[config.mk]
export PLATFORM = sky130hd
export DESIGN_NAME = interval_log2_histogram
export DESIGN_NICKNAME = d
export VERILOG_FILES = /design/src/ilh_pkg.sv /design/src/ilh_log2_unit.sv /design/src/ilh_hist_mem.sv /design/src/interval_log2_histogram.sv
export SDC_FILE = /design/constraint.sdc
export NUM_CORES = 1
export LEC_CHECK = 0
export BUFFER_PORTS_ARGS = -buffer_cell sky130_fd_sc_hd__buf_2
export CORE_MARGIN = 8
export CORE_UTILIZATION = 40
export CTS_CLUSTER_DIAMETER = 100
export CTS_CLUSTER_SIZE = 14
export DETAILED_ROUTE_END_ITERATION = 8
export PLACE_DENSITY = 0.56
export REMOVE_ABC_BUFFERS = 1
export SYNTH_ARGS = -nofsm -noshare
export SYNTH_HDL_FRONTEND = slang
export SYNTH_SLANG_ARGS = --single-unit
export TNS_END_PERCENT = 10
[constraint.sdc]
create_clock -name i_clk -period 5.8 [get_ports i_clk]
set_input_delay 1.16 -clock i_clk [delete_from_list [all_inputs] [get_ports i_clk]]
set_output_delay 1.16 -clock i_clk [all_outputs]
set_load 0.005 [all_outputs]
[src/ilh_pkg.sv]
// shared types and constants of the interval log2 histogram
`timescale 1ns / 1ps

package ilh_pkg;

    // operation codes carried in the input tuser
    typedef enum logic [1:0] {
        OP_PERIOD   = 2'd0,
        OP_UNDERRUN = 2'd1,
        OP_READ     = 2'd2,
        OP_NONE     = 2'd3
    } t_op;

    // sequencer states
    typedef enum logic [2:0] {
        ST_IDLE,
        ST_DIFF,
        ST_SEARCH,
        ST_RDREQ,
        ST_RDWAIT,
        ST_FINISH
    } t_state;

    localparam int unsigned TIME_W  = 32;
    localparam int unsigned COUNT_W = 32;
    localparam int unsigned IDX_W   = 4;
    localparam int unsigned LAST_W  = 33;
    localparam int unsigned IN_DATA_W  = 40;
    localparam int unsigned OUT_DATA_W = 104;

endpackage

[src/ilh_log2_unit.sv]
// iterative log2 bucket search, one doubling of the edge per cycle
`timescale 1ns / 1ps

module ilh_log2_unit #(
    parameter int unsigned BUCKETS = 16,
    parameter int unsigned BW      = 4
) (
    input  logic                       i_clk,
    input  logic                       i_rst_n,
    input  logic                       i_start,
    input  logic [ilh_pkg::TIME_W-1:0] i_gap,
    output logic                       o_done,
    output logic [BW-1:0]              o_bucket
);

    localparam logic [BW-1:0] LAST_BKT = BW'(BUCKETS - 1);

    logic                       r_busy;
    logic [ilh_pkg::TIME_W-1:0] r_gap;
    logic [ilh_pkg::TIME_W:0]   r_edge;
    logic [BW-1:0]              r_bkt;
    logic                       step_on;

    // one compare per cycle: gap still reaches the edge and the cap is not hit
    assign step_on  = ({1'b0, r_gap} >= r_edge) && (r_bkt != LAST_BKT);
    assign o_done   = r_busy && !step_on;
    assign o_bucket = r_bkt;

    // control
    always_ff @(posedge i_clk) begin
        if (!i_rst_n) begin
            r_busy <= 1'b0;
        end else if (i_start) begin
            r_busy <= 1'b1;
        end else if (o_done) begin
            r_busy <= 1'b0;
        end
    end

    // search registers
    always_ff @(posedge i_clk) begin
        if (i_start) begin
            r_gap  <= i_gap;
            r_edge <= (ilh_pkg::TIME_W + 1)'(1);
            r_bkt  <= '0;
        end else if (r_busy && step_on) begin
            r_edge <= {r_edge[ilh_pkg::TIME_W-1:0], 1'b0};
            r_bkt  <= r_bkt + BW'(1);
        end
    end

endmodule

[src/ilh_hist_mem.sv]
// histogram counter memory with per-entry valid bits cleared at reset
`timescale 1ns / 1ps

module ilh_hist_mem #(
    parameter int unsigned BUCKETS = 16,
    parameter int unsigned BW      = 4
) (
    input  logic                        i_clk,
    input  logic                        i_rst_n,
    input  logic                        i_rd_en,
    input  logic [BW-1:0]               i_rd_addr,
    output logic [ilh_pkg::COUNT_W-1:0] o_rd_data,
    input  logic                        i_wr_en,
    input  logic [BW-1:0]               i_wr_addr,
    input  logic [ilh_pkg::COUNT_W-1:0] i_wr_data
);

    logic [ilh_pkg::COUNT_W-1:0] r_mem [BUCKETS];
    logic [BUCKETS-1:0]          r_valid;
    logic [ilh_pkg::COUNT_W-1:0] r_rd_data;

    assign o_rd_data = r_rd_data;

    // valid bits, an entry never written reads as zero
    always_ff @(posedge i_clk) begin
        if (!i_rst_n) begin
            r_valid <= '0;
        end else if (i_wr_en) begin
            r_valid[i_wr_addr] <= 1'b1;
        end
    end

    // write port
    always_ff @(posedge i_clk) begin
        if (i_wr_en) begin
            r_mem[i_wr_addr] <= i_wr_data;
        end
    end

    // registered read port
    always_ff @(posedge i_clk) begin
        if (i_rd_en) begin
            r_rd_data <= r_valid[i_rd_addr] ? r_mem[i_rd_addr] : '0;
        end
    end

endmodule

[src/interval_log2_histogram.sv]
// top level: sequencer, shared subtractor and result register of the monitor
`timescale 1ns / 1ps

// Interval log2 histogram monitor. Takes one timestamped event per beat
// (tuser: 0 period, 1 underrun, 2 read bucket) and returns one result beat
// per input beat. A period event runs a bucket search that doubles an edge
// once a cycle in a compare unit, then updates its counter. An underrun
// or the first period event skips search and memory, a bucket read only
// reads the counter, an unused op touches neither. The next event can be
// accepted once the result is loaded into the output register. The block
// takes one event at a time; a new event is accepted while the last
// result waits in the output register. Histogram counters sit in a small
// memory whose entries read as zero after reset until first written, so
// no clearing pass is needed. start_time is written through i_cfg_we and
// i_cfg_wdata, by the user only while the block is idle (not enforced).

module interval_log2_histogram #(
    parameter int unsigned BUCKETS = 16
) (
    input  logic                           i_clk,
    input  logic                           i_rst_n,
    input  logic                           i_cfg_we,
    input  logic [ilh_pkg::TIME_W-1:0]     i_cfg_wdata,
    input  logic                           s_axis_tvalid,
    output logic                           s_axis_tready,
    // [31:0] event_time, [35:32] read_index, [39:36] zero
    input  logic [ilh_pkg::IN_DATA_W-1:0]  s_axis_tdata,
    // [1:0] op
    input  logic [1:0]                     s_axis_tuser,
    output logic                           m_axis_tvalid,
    input  logic                           m_axis_tready,
    // [3:0] bucket_index, [35:4] bucket_count, [36] bucket_updated,
    // [68:37] underrun_count, [101:69] underrun_last, [102] period_seen,
    // [103] zero
    output logic [ilh_pkg::OUT_DATA_W-1:0] m_axis_tdata
);

    localparam int unsigned BW = (BUCKETS > 1) ? $clog2(BUCKETS) : 1;
    localparam logic [5:0]  BUCKETS_6 = 6'(BUCKETS);

    ilh_pkg::t_state r_state, n_state;

    logic [ilh_pkg::TIME_W-1:0]  r_start;
    logic [ilh_pkg::TIME_W-1:0]  r_prev;
    logic                        r_prev_valid;
    logic [ilh_pkg::COUNT_W-1:0] r_under_total;
    logic [ilh_pkg::LAST_W-1:0]  r_under_last;
    logic                        r_seen;

    ilh_pkg::t_op                r_op;
    logic [ilh_pkg::TIME_W-1:0]  r_time;
    logic [ilh_pkg::IDX_W-1:0]   r_ridx;
    logic [BW-1:0]               r_bucket;
    logic [ilh_pkg::IDX_W-1:0]   r_bidx;
    logic [ilh_pkg::COUNT_W-1:0] r_bcount;
    logic                        r_bupd;
    logic                        r_out_valid;
    logic [ilh_pkg::OUT_DATA_W-1:0] r_out_data;

    logic                        in_beat;
    logic                        out_free;
    logic                        ridx_ok;
    logic [ilh_pkg::TIME_W-1:0]  sub_b;
    logic [ilh_pkg::TIME_W:0]    sub_full;
    logic [ilh_pkg::TIME_W-1:0]  sub_clamp;

    logic                        srch_start;
    logic                        srch_done;
    logic [BW-1:0]               srch_bucket;
    logic                        rd_en;
    logic [BW-1:0]               rd_addr;
    logic [ilh_pkg::COUNT_W-1:0] rd_data;
    logic                        wr_en;
    logic [ilh_pkg::COUNT_W-1:0] cnt_inc;

    assign out_free = !r_out_valid || m_axis_tready;
    assign in_beat  = s_axis_tvalid && s_axis_tready;
    assign ridx_ok  = {2'b00, r_ridx} < BUCKETS_6;
    assign cnt_inc  = rd_data + ilh_pkg::COUNT_W'(1);

    // shared subtractor, clamped at zero on borrow
    assign sub_b     = (r_op == ilh_pkg::OP_PERIOD) ? r_prev : r_start;
    assign sub_full  = {1'b0, r_time} - {1'b0, sub_b};
    assign sub_clamp = sub_full[ilh_pkg::TIME_W] ? '0 : sub_full[ilh_pkg::TIME_W-1:0];

    ilh_log2_unit #(
        .BUCKETS (BUCKETS),
        .BW      (BW)
    ) u_log2 (
        .i_clk    (i_clk),
        .i_rst_n  (i_rst_n),
        .i_start  (srch_start),
        .i_gap    (sub_clamp),
        .o_done   (srch_done),
        .o_bucket (srch_bucket)
    );

    ilh_hist_mem #(
        .BUCKETS (BUCKETS),
        .BW      (BW)
    ) u_mem (
        .i_clk     (i_clk),
        .i_rst_n   (i_rst_n),
        .i_rd_en   (rd_en),
        .i_rd_addr (rd_addr),
        .o_rd_data (rd_data),
        .i_wr_en   (wr_en),
        .i_wr_addr (r_bucket),
        .i_wr_data (cnt_inc)
    );

    // next state
    always_comb begin
        n_state = r_state;
        unique case (r_state)
            ilh_pkg::ST_IDLE: begin
                if (in_beat) begin
                    unique case (ilh_pkg::t_op'(s_axis_tuser))
                        ilh_pkg::OP_PERIOD,
                        ilh_pkg::OP_UNDERRUN: n_state = ilh_pkg::ST_DIFF;
                        ilh_pkg::OP_READ:     n_state = ilh_pkg::ST_RDREQ;
                        default:              n_state = ilh_pkg::ST_FINISH;
                    endcase
                end
            end
            ilh_pkg::ST_DIFF: begin
                if (r_op == ilh_pkg::OP_PERIOD && r_prev_valid) begin
                    n_state = ilh_pkg::ST_SEARCH;
                end else begin
                    n_state = ilh_pkg::ST_FINISH;
                end
            end
            ilh_pkg::ST_SEARCH: begin
                if (srch_done) begin
                    n_state = ilh_pkg::ST_RDREQ;
                end
            end
            ilh_pkg::ST_RDREQ: begin
                n_state = ilh_pkg::ST_RDWAIT;
            end
            ilh_pkg::ST_RDWAIT: begin
                n_state = ilh_pkg::ST_FINISH;
            end
            ilh_pkg::ST_FINISH: begin
                if (out_free) begin
                    n_state = ilh_pkg::ST_IDLE;
                end
            end
            default: n_state = ilh_pkg::ST_IDLE;
        endcase
    end

    // sequencer outputs
    always_comb begin
        s_axis_tready = 1'b0;
        srch_start    = 1'b0;
        rd_en         = 1'b0;
        rd_addr       = r_bucket;
        wr_en         = 1'b0;
        unique case (r_state)
            ilh_pkg::ST_IDLE: begin
                s_axis_tready = 1'b1;
            end
            ilh_pkg::ST_DIFF: begin
                srch_start = (r_op == ilh_pkg::OP_PERIOD) && r_prev_valid;
            end
            ilh_pkg::ST_RDREQ: begin
                rd_en = (r_op == ilh_pkg::OP_PERIOD) || ridx_ok;
                if (r_op != ilh_pkg::OP_PERIOD) begin
                    rd_addr = BW'(r_ridx);
                end
            end
            ilh_pkg::ST_RDWAIT: begin
                wr_en = (r_op == ilh_pkg::OP_PERIOD);
            end
            default: begin
            end
        endcase
    end

    // state register
    always_ff @(posedge i_clk) begin
        if (!i_rst_n) begin
            r_state <= ilh_pkg::ST_IDLE;
        end else begin
            r_state <= n_state;
        end
    end

    // configuration register
    always_ff @(posedge i_clk) begin
        if (!i_rst_n) begin
            r_start <= '0;
        end else if (i_cfg_we) begin
            r_start <= i_cfg_wdata;
        end
    end

    // monitor state
    always_ff @(posedge i_clk) begin
        if (!i_rst_n) begin
            r_prev        <= '0;
            r_prev_valid  <= 1'b0;
            r_under_total <= '0;
            r_under_last  <= '1;
            r_seen        <= 1'b0;
        end else begin
            if (r_state == ilh_pkg::ST_DIFF) begin
                if (r_op == ilh_pkg::OP_PERIOD) begin
                    r_prev       <= r_time;
                    r_prev_valid <= 1'b1;
                end else begin
                    r_under_total <= r_under_total + ilh_pkg::COUNT_W'(1);
                    r_under_last  <= {1'b0, sub_clamp};
                end
            end
            if (r_state == ilh_pkg::ST_RDWAIT && r_op == ilh_pkg::OP_PERIOD) begin
                r_seen <= 1'b1;
            end
        end
    end

    // working registers of the current item
    always_ff @(posedge i_clk) begin
        if (in_beat) begin
            r_op     <= ilh_pkg::t_op'(s_axis_tuser);
            r_time   <= s_axis_tdata[31:0];
            r_ridx   <= s_axis_tdata[35:32];
            r_bidx   <= (ilh_pkg::t_op'(s_axis_tuser) == ilh_pkg::OP_READ)
                        ? s_axis_tdata[35:32] : '0;
            r_bcount <= '0;
            r_bupd   <= 1'b0;
        end else if (r_state == ilh_pkg::ST_SEARCH && srch_done) begin
            r_bucket <= srch_bucket;
            r_bidx   <= ilh_pkg::IDX_W'(srch_bucket);
        end else if (r_state == ilh_pkg::ST_RDWAIT) begin
            if (r_op == ilh_pkg::OP_PERIOD) begin
                r_bcount <= cnt_inc;
                r_bupd   <= 1'b1;
            end else if (ridx_ok) begin
                r_bcount <= rd_data;
            end
        end
    end

    // output register
    always_ff @(posedge i_clk) begin
        if (!i_rst_n) begin
            r_out_valid <= 1'b0;
        end else if (r_state == ilh_pkg::ST_FINISH && out_free) begin
            r_out_valid <= 1'b1;
        end else if (m_axis_tready) begin
            r_out_valid <= 1'b0;
        end
    end

    always_ff @(posedge i_clk) begin
        if (r_state == ilh_pkg::ST_FINISH && out_free) begin
            r_out_data <= {1'b0, r_seen, r_under_last, r_under_total,
                           r_bupd, r_bcount, r_bidx};
        end
    end

    assign m_axis_tvalid = r_out_valid;
    assign m_axis_tdata  = r_out_data;

endmodule

==> results of run 1 <==
[routing by layer]
layer,vias to the layer above,track usage [%]
li1,11830,-
met3,174,3.018
met2,710,28.79
met5,-,0
met4,0,5.994
met1,12260,26.04
[cell families (layout without fill, tap and decap cells)]
group	count (synthesis)	after routing
flops	947	947
other cells	1	5
xor+xnor	114	114
compound gates	488	488
mux	73	73
fa+ha+maj	68	68
simple gates	1219	1219
buf+inv	253	427
[layout make-up]
| type | count | area (µm²) | share of cell area (%) |
|---|---|---|---|
| clock inverters | 5 | 63.81 | 0.1457 |
| diodes | 4 | 10.01 | 0.02285 |
| clock buffers | 135 | 2166 | 4.944 |
| flip-flops and latches | 947 | 26220 | 59.85 |
| inverters | 51 | 192.7 | 0.4399 |
| multi-input cells | 1963 | 12120 | 27.67 |
| well taps | 1287 | 1610 | 3.676 |
| repair buffers | 236 | 1426 | 3.256 |
[how the worst max path moves through the flow]
| stage | startpoint | end | slack [ns] |
|---|---|---|---|
| finish | r_op[1] | r_under_last[9] | 1.77 |
| global route | r_op[1] | r_under_last[9] | 1.42 |
| CTS | r_op[1] | r_under_last[9] | 1.71 |
| detailed placement | r_op[1] | u_log2.r_gap[29] | 1.74 |
| global placement | r_op[1] | r_under_last[9] | 1.79 |
| floorplan | r_op[1] | u_mem.o_rd_data[0] | -2.78 |
[per-stage QoR]
step                std cells  instance area (µm²)
floorplan                2961                38330
global placement         4484                41560
detailed placement       4484                41560
CTS                      4624                43790
global route             4627                43800
finish                   4628                43800
[worst max-delay path: cells and delay by family (launching register included)]
| kind | cells | cell delay (ns) |
|---|---|---|
| AO/OA/AOI/OAI | 7 | 1.34 |
| adder cells (fa/ha/maj) | 1 | 0.33 |
| buffers and inverters | 2 | 0.91 |
| flip-flops | 1 | 0.40 |
| multiplexers | 1 | 0.23 |
| AND/OR/NAND/NOR | 2 | 0.65 |
[flip-flops by register name, indices dropped and copies added, names as in the netlist, 33 cells and up]
name           count
m_axis_tdata     103
r_under_last      33
u_log2.r_edge     33
u_mem.r_mem      512
[cells in the final DEF, fill, tap and decap left out, types with 6 or more instances in the layout]
| cell type | n |
|---|---|
| mux2i_1 | 64 |
| a311oi_1 | 98 |
| nor2b_1 | 39 |
| ha_1 | 67 |
| nor2_1 | 100 |
| a21o_1 | 24 |
| nand3_1 | 144 |
| a211oi_1 | 62 |
| o311ai_0 | 20 |
| o311a_1 | 32 |
| o31ai_1 | 33 |
| a31oi_1 | 39 |
| clkbuf_16 | 78 |
| edfxtp_1 | 725 |
| or3_1 | 8 |
| buf_4 | 50 |
| o21a_1 | 26 |
| clkbuf_1 | 57 |
| a21oi_1 | 39 |
| nand4_1 | 23 |
| a21boi_0 | 41 |
| nor3_1 | 13 |
| and3_1 | 121 |
| xor2_1 | 55 |
| o21ai_0 | 32 |
| nand2b_1 | 12 |
| nor2_4 | 14 |
| buf_12 | 8 |
| buf_2 | 178 |
| xnor2_1 | 59 |
| inv_1 | 48 |
| nand2_1 | 669 |
| dfxtp_1 | 222 |
| or2_2 | 6 |
| and2_1 | 37 |
| o211ai_1 | 7 |
[power groups by stage]
stage | registers (µW) | logic (µW) | clock network, µW
finish | 7780 | 1280 | 4960
global route | 7820 | 1440 | 5350
CTS | 7780 | 1300 | 5110
detailed placement | 7930 | 1290 | 0
global placement | 7930 | 1270 | 0
floorplan | 7880 | 869 | 0
==> results.yml, run 1 <==
setup_path:
  rrSetupSlack_ns: 1.77
  crit_path_max_fanout: 46
  path_class: "reg2reg"
  cp-start-kind: "flip-flop"
  r2r_end: "r_under_last[9]"
  rr_startpoint: "r_op[1]"
  setup.worst_path.end_class: "flip-flop"
  crit_chain: "or2_4 > buf_4 > mux2i_1 > ha_1 > a21oi_1 > o21bai_1 > a21oi_1 > nand2_1 > a211oi_2 > o21a_1 > buf_4 > a41oi_1 > a21o_1"
  arrival_ns: 4.58
  cpPeakStageDelay_ns: 0.53
  slowest_stage: "or2_4"
  reg2reg_depth: 13
  cp.required_ns: 6.34
placement:
  numPortBuffers: 179
  hpwlAfterDp_um: 58310
  pre_cts_ws_ns: 1.739
  gp_congestion: 0.7992
hold_path:
  hold_path.class: "reg2reg"
  min_from: "r_bidx[0]"
  min_path_cells: 0
  hold_path_end: "m_axis_tdata[0]"
layout:
  drive_above_1_share_pct: 11.48
  nFillCells: 9023
  final_net_count: 3423
  fin_util_pct: 44.77
  area_growth_pct: 11.68
floorplanning:
  ioPinCount: 185
  design.die.area_um2: 108300
  die_width_um: 329.1
  rows: 115
  fp.dieH_um: 329.1
  coreArea_um2: 97840
  start_util_pct: 40.09
timing:
  rsz0062_at_grt: "no"
  period_share_pct: 69.55
  setup_viol: 0
  setup_tns_ns: 0
  finalClockSkew_ns: 0.03399
  worstMarginPinSlew_ns: 1.227
  slew_headroom_pct: 17.65
  fmax_ghz: 0.2479
  whs_ns: 0.4224
  worst_slack_ns: 1.766
  finalHoldViolCount: 0
  drv_slew: 0
  fin_crit_ns: 4.034
power_and_ir_drop:
  seq_power_share_pct: 55.5
  leakage_uw: 0.01572
  vdd_drop_max_mv: 0.1886
  clockPowerShare_pct: 35.4
  p_per_area_nw_per_um2: 320.0
  swShare_pct: 24.05
  power.total_uw: 14020
  p_int_uw: 10650
  pwr-share-comb_pct: 9.1
  switchingPower_uw: 3372
clock_tree:
  cts_setup_buffers: 0
  post_cts_resized: 0
  cts_tree: "yes"
  cts_hold_buf: 0
  root_buffer: "clkbuf_16"
  ctsHtreeMaxLevel: 3
  numCtsBuffers: 77
  cts.sinks: 947
  insertion_delay_ns: 0.65
  clock_tree.buffer_depth: 3
  clkTransAtPathRegs_ns: 0.07
flow_run:
  maxCapViolations: 0
global_routing:
  track_usage_pct: 18.38
  grt_pass1_vias: 24010
  grt_pass1_wl_um: 153000
  grt_remaining_overflow: 0
  grt_max_degree: 100
  antenna_found_initial: 10
routing:
  wl_met2_um: 46030
  vias: 24970
  wl_met3_um: 6311
  top_layer: "met4"
  met1_length_um: 46490
  drc: 0
  ant_nets: 0
  dr.pass1.iters: 6
  avgViaCountPerCell: 5.395
  wl_per_cell_um: 22.00
  routed_wl_um: 101800
  drtIter0Drc: 2095
synthesis:
  synthFlopType: "edfxtp_1"
  yosysTopAreaCellShare_pct: 55.50
  synth_simple_gate_area_share_pct: 14.15
  synthXorXnorAreaFrac_pct: 2.546
  synth_compound_area_share_pct: 9.484
  ys_warn_count: 0
  yosys.cell_types.count: 78
  syn_area_um2: 39220
  ys_seq_area_share_pct: 66.83
  postSynthCellCount: 3163
  synth_adder_area_share_pct: 2.188
  synthMuxAreaShare_pct: 2.029
  synthArstFlopShare_pct: 0
  synth_top_family_by_area: "simple AND/OR/NAND/NOR gates"
  yosys-top-cells-area: "edfxtp_1 56%, dfxtp_1 11%, nand2_1 6.4%"
  synth_area_per_cell_um2: 12.40
  synth.most_common_cell: "edfxtp_1"
  synth_common_cells: "725 x edfxtp_1, 671 x nand2_1, 222 x dfxtp_1"
  synth_edf_count: 725
  ys_ff_latch: 947
  synth_top_area_cell: "edfxtp_1"
run_status:
  status: "complete, no violations"
Power figures use the tool's default switching activity.
==> run 2: changes to the inputs <==
--- a/config.mk
+++ b/config.mk
@@ -11,7 +11,7 @@
 export CTS_CLUSTER_DIAMETER = 100
 export CTS_CLUSTER_SIZE = 14
 export DETAILED_ROUTE_END_ITERATION = 8
-export PLACE_DENSITY = 0.56
+export PLACE_DENSITY = 0.54
 export REMOVE_ABC_BUFFERS = 1
 export SYNTH_ARGS = -nofsm -noshare
 export SYNTH_HDL_FRONTEND = slang
==> constraint.sdc (replaced) <==
create_clock -name i_clk -period 4.1 [get_ports i_clk]
set_input_delay 0.82 -clock i_clk [delete_from_list [all_inputs] [get_ports i_clk]]
set_output_delay 0.82 -clock i_clk [all_outputs]
set_load 0.005 [all_outputs]
==> results.yml, run 2 (synthesized netlist as in run 1, its figures left out) <==
run_status:
  status: "complete, no violations"
clock_tree:
  ctsHtreeMaxLevel: 3
  cts_setup_buffers: 0
  cts.sinks: 947
  root_buffer: "clkbuf_16"
  cts_hold_buf: 0
  clock_tree.buffer_depth: 3
  cts_tree: "yes"
  numCtsBuffers: 77
  insertion_delay_ns: 0.65
  post_cts_resized: 0
  clkTransAtPathRegs_ns: 0.07
setup_path:
  arrival_ns: 4.28
  rrSetupSlack_ns: 0.36
  path_class: "reg2reg"
  cpPeakStageDelay_ns: 0.42
  crit_path_max_fanout: 46
  startpoint: "r_op[1]"
  slowest_stage: "edfxtp_1"
  cp-start-kind: "flip-flop"
  r2r_end: "r_under_last[9]"
  reg2reg_depth: 13
  crit_chain: "or2_2 > buf_12 > mux2i_1 > ha_1 > a21o_1 > or3_1 > nor3_1 > o21ai_2 > a211oi_2 > o21a_1 > buf_12 > a41oi_1 > a21o_1"
  cp_top_family: "compound AO/OA/AOI/OAI gates"
  crit_end: "r_under_last[9]"
  path_buf_inv: 2
  rr_startpoint: "r_op[1]"
  cp_num_cells: 13
  setup.worst_path.end_class: "flip-flop"
  cp.required_ns: 4.63
layout:
  regMostFlops: "u_mem.r_mem"
  regArea_um2: 26220
  area_growth_pct: 12.44
  drive_above_1_share_pct: 11.92
  fin_area_um2: 44100
  nFillCells: 8850
  largest_register_ff_count: 512
  final_net_count: 3440
  layout_common_cells: "725 x edfxtp_1, 669 x nand2_1, 222 x dfxtp_1, 178 x buf_2, 144 x nand3_1"
  final_common_cell: "edfxtp_1"
  multiInputGateArea_um2: 12110
power_and_ir_drop:
  p_int_uw: 15120
  swShare_pct: 23.99
  vdd_drop_max_mv: 0.3251
  pwr-share-comb_pct: 9.3
  clockPowerShare_pct: 35.4
  power.total_uw: 19890
  leakage_uw: 0.01586
  p_per_area_nw_per_um2: 451.0
  switchingPower_uw: 4772
  seq_power_share_pct: 55.3
timing:
  setup_viol: 0
  worst_slack_ns: 0.3562
  worstMarginPinSlew_ns: 1.172
  finalHoldViolCount: 0
  finalClockSkew_ns: 0.02492
  slew_headroom_pct: 21.28
  setup_tns_ns: 0
  period_share_pct: 91.31
  fmax_ghz: 0.2671
  whs_ns: 0.3446
  fin_crit_ns: 3.744
  rsz0062_at_grt: "no"
  drv_slew: 0
routing:
  dr.pass1.iters: 8
  ant_nets: 0
  vias: 25580
  drtIter0Drc: 2020
  avgViaCountPerCell: 5.506
  routed_wl_um: 104900
  drc: 0
  wl_per_cell_um: 22.59
floorplanning:
  design.die.area_um2: 108300
  ioPinCount: 185
  coreArea_um2: 97840
  start_util_pct: 40.09
  rows: 115
  fp.dieH_um: 329.1
  die_width_um: 329.1
global_routing:
  grt_remaining_overflow: 0
  grt_pass1_vias: 25290
  grt_max_degree: 148
  grt_pass1_wl_um: 157200
  track_usage_pct: 18.85
  antenna_found_initial: 6
flow_run:
  maxCapViolations: 0
placement:
  pre_cts_ws_ns: 0.3667
  hpwlAfterDp_um: 59080
  placed_cell_area_um2: 41850
  numPortBuffers: 179
  gp_congestion: 0.8270
hold_path:
  hold_path.class: "in2reg"
run 2: stage by stage:
| stage | util (%) | cells |
|---|---|---|
| after floorplan | - | 2961 |
| after global placement | 42.77 | 4501 |
| after detailed placement | 42.77 | 4501 |
| after CTS | 45.07 | 4642 |
| after global routing | 45.07 | 4643 |
| final | 45.07 | 4645 |
run 2: worst min-delay path by stage:
| stage | startpoint | end | slack (ns) | cells past startpoint |
|---|---|---|---|---|
| after detailed placement | r_bcount[1] | m_axis_tdata[5] | 0.41 | 0 |
| after global placement | r_bidx[2] | m_axis_tdata[2] | 0.41 | 0 |
| after global routing | s_axis_tdata[27] | r_time[27] | 0.31 | 1 |
| after floorplan | r_bidx[0] | m_axis_tdata[0] | 0.40 | 0 |
| after CTS | s_axis_tdata[26] | r_time[26] | 0.29 | 1 |
| final | s_axis_tdata[27] | r_time[27] | 0.34 | 1 |
run 2: area by class of cell:
class	count	area share, %
multi-input cells	1963	27.46
clock inverters	5	0.1305
clock buffers	136	4.968
inverters	51	0.4369
flip-flops and latches	947	59.44
diodes	3	0.01702
well taps	1287	3.651
repair buffers	253	3.892
run 2: per-layer routing:
| metal | wire (µm) | vias up | track usage (%) |
|---|---|---|---|
| met5 | 0 | - | 0 |
| met4 | 2791 | 0 | 5.354 |
| met3 | 6139 | 166 | 2.868 |
| met2 | 50560 | 779 | 32.06 |
| met1 | 45460 | 12770 | 25.00 |
| li1 | - | 11860 | - |
run 2: power by group through the flow:
stage	clock network, µW	logic [µW]	registers [µW]
after global routing	7540	2080	11000
after global placement	0	1810	11200
after detailed placement	0	1860	11200
final	7030	1850	11000
after CTS	7240	1870	11000
after floorplan	0	1230	11200
==> run 3: changes to the inputs <==
--- a/config.mk
+++ b/config.mk
@@ -8,6 +8,7 @@
 export BUFFER_PORTS_ARGS = -buffer_cell sky130_fd_sc_hd__buf_2
 export CORE_MARGIN = 8
 export CORE_UTILIZATION = 40
+export CTS_BUF_LIST = sky130_fd_sc_hd__clkbuf_16
 export CTS_CLUSTER_DIAMETER = 100
 export CTS_CLUSTER_SIZE = 14
 export DETAILED_ROUTE_END_ITERATION = 8
==> results.yml, run 3 (synthesized netlist as in run 1, its figures left out) <==
setup_path:
  slowest_stage: "edfxtp_1"
  path_class: "reg2reg"
  setup.worst_path.end_class: "flip-flop"
  crit_path_max_fanout: 46
  crit_chain: "or2_2 > buf_12 > mux2i_1 > ha_1 > a21o_1 > or3_1 > nor3_1 > o21ai_2 > a211oi_2 > o21a_1 > buf_12 > a41oi_1 > a21o_1"
  arrival_ns: 4.28
  cp-start-kind: "flip-flop"
  cp.required_ns: 4.63
  cpPeakStageDelay_ns: 0.42
timing:
  worstMarginPinSlew_ns: 1.160
  setup_viol: 0
  setup_tns_ns: 0
  fmax_ghz: 0.2667
  slew_headroom_pct: 22.09
  finalHoldViolCount: 0
  rsz0062_at_grt: "no"
  fin_crit_ns: 3.750
  worst_slack_ns: 0.3502
  whs_ns: 0.3460
  drv_slew: 0
  period_share_pct: 91.46
  finalClockSkew_ns: 0.02503
clock_tree:
  numCtsBuffers: 77
  clock_tree.buffer_depth: 3
  root_buffer: "clkbuf_16"
  clkTransAtPathRegs_ns: 0.07
  cts_tree: "yes"
  insertion_delay_ns: 0.65
  cts_hold_buf: 0
  cts.sinks: 947
  cts_setup_buffers: 0
  ctsHtreeMaxLevel: 3
  post_cts_resized: 0
layout:
  largest_register_ff_count: 512
  regMostFlops: "u_mem.r_mem"
  layout_common_cells: "725 x edfxtp_1, 669 x nand2_1, 222 x dfxtp_1, 178 x buf_2, 144 x nand3_1"
  drive_above_1_share_pct: 11.92
  fin_area_um2: 44100
  area_growth_pct: 12.44
  final_net_count: 3440
  final_common_cell: "edfxtp_1"
floorplanning:
  coreArea_um2: 97840
  design.die.area_um2: 108300
  rows: 115
  fp.dieH_um: 329.1
  start_util_pct: 40.09
  die_width_um: 329.1
  ioPinCount: 185
routing:
  avgViaCountPerCell: 5.507
  drtIter0Drc: 2032
  routed_wl_um: 104800
  drc: 0
  dr.pass1.iters: 7
  vias: 25580
  ant_nets: 0
  wl_per_cell_um: 22.57
placement:
  numPortBuffers: 179
  hpwlAfterDp_um: 59080
  placed_cell_area_um2: 41850
  pre_cts_ws_ns: 0.3667
  gp_congestion: 0.8270
hold_path:
  hold_path.class: "in2reg"
global_routing:
  grt_remaining_overflow: 0
  grt_max_degree: 148
  grt_pass1_wl_um: 157200
  grt_pass1_vias: 25290
  antenna_found_initial: 6
  track_usage_pct: 18.85
power_and_ir_drop:
  vdd_drop_max_mv: 0.3266
  leakage_uw: 0.01609
  power.total_uw: 19750
  p_per_area_nw_per_um2: 447.9
run_status:
  status: "complete, no violations"
flow_run:
  maxCapViolations: 0
run 3: changes by cell type in the layout (fill, tap and decap cells not counted), sizes merged:
cell,change
clkbuf,-57
inv,+57
run 3: routing by layer:
layer | share of wire, % | wire length, µm | global-route usage [%]
met1 | 43 | 45230 | 25.01
met2 | 48 | 50600 | 32.04
met3 | 6.0 | 6270 | 2.868
met4 | 2.6 | 2721 | 5.383
met5 | 0 | 0 | 0
run 3: path summary, 6_finish.rpt:
path                    start               to  slack [ns]  cells after the start
min reg2reg       r_bcount[1]  m_axis_tdata[5]        0.42                      0
min          s_axis_tdata[27]       r_time[27]        0.35                      1
max                   r_op[1]  r_under_last[9]        0.35                     13
max reg2reg           r_op[1]  r_under_last[9]        0.35                     13
run 3: metrics by stage:
stage                     utilization (%)  cells
final                               45.07   4645
after global routing                45.07   4643
after CTS                           45.07   4642
after detailed placement            42.77   4501
after global placement              42.77   4501
after floorplan                         -   2961
run 3: final cells by class:
cell class	count	area (µm²)
Clock buffer	79	1977
Clock inverter	62	271.5
Sequential cell	947	26220
Timing Repair Buffer	253	1717
Antenna cell	3	7.507
Tap cell	1287	1610
Fill cell	8850	53740
Inverter	51	192.7
Multi-Input combinational cell	1963	12110
run 3: power by group:
group / internal, µW / leakage (µW) / switching, µW / total, µW
Clock: 3490 / 0.00130 / 3400 / 6900
Combinational: 715 / 0.00648 / 1140 / 1850
Sequential: 10800 / 0.00832 / 235 / 11000
run 3: critical path: cells and delay by family, from the launching register on:
family / cells / cell delay, ns
fa+ha+maj: 1 / 0.24
compound gates: 6 / 1.25
simple gates: 3 / 1.08
flops: 1 / 0.42
mux: 1 / 0.17
buf+inv: 2 / 0.44
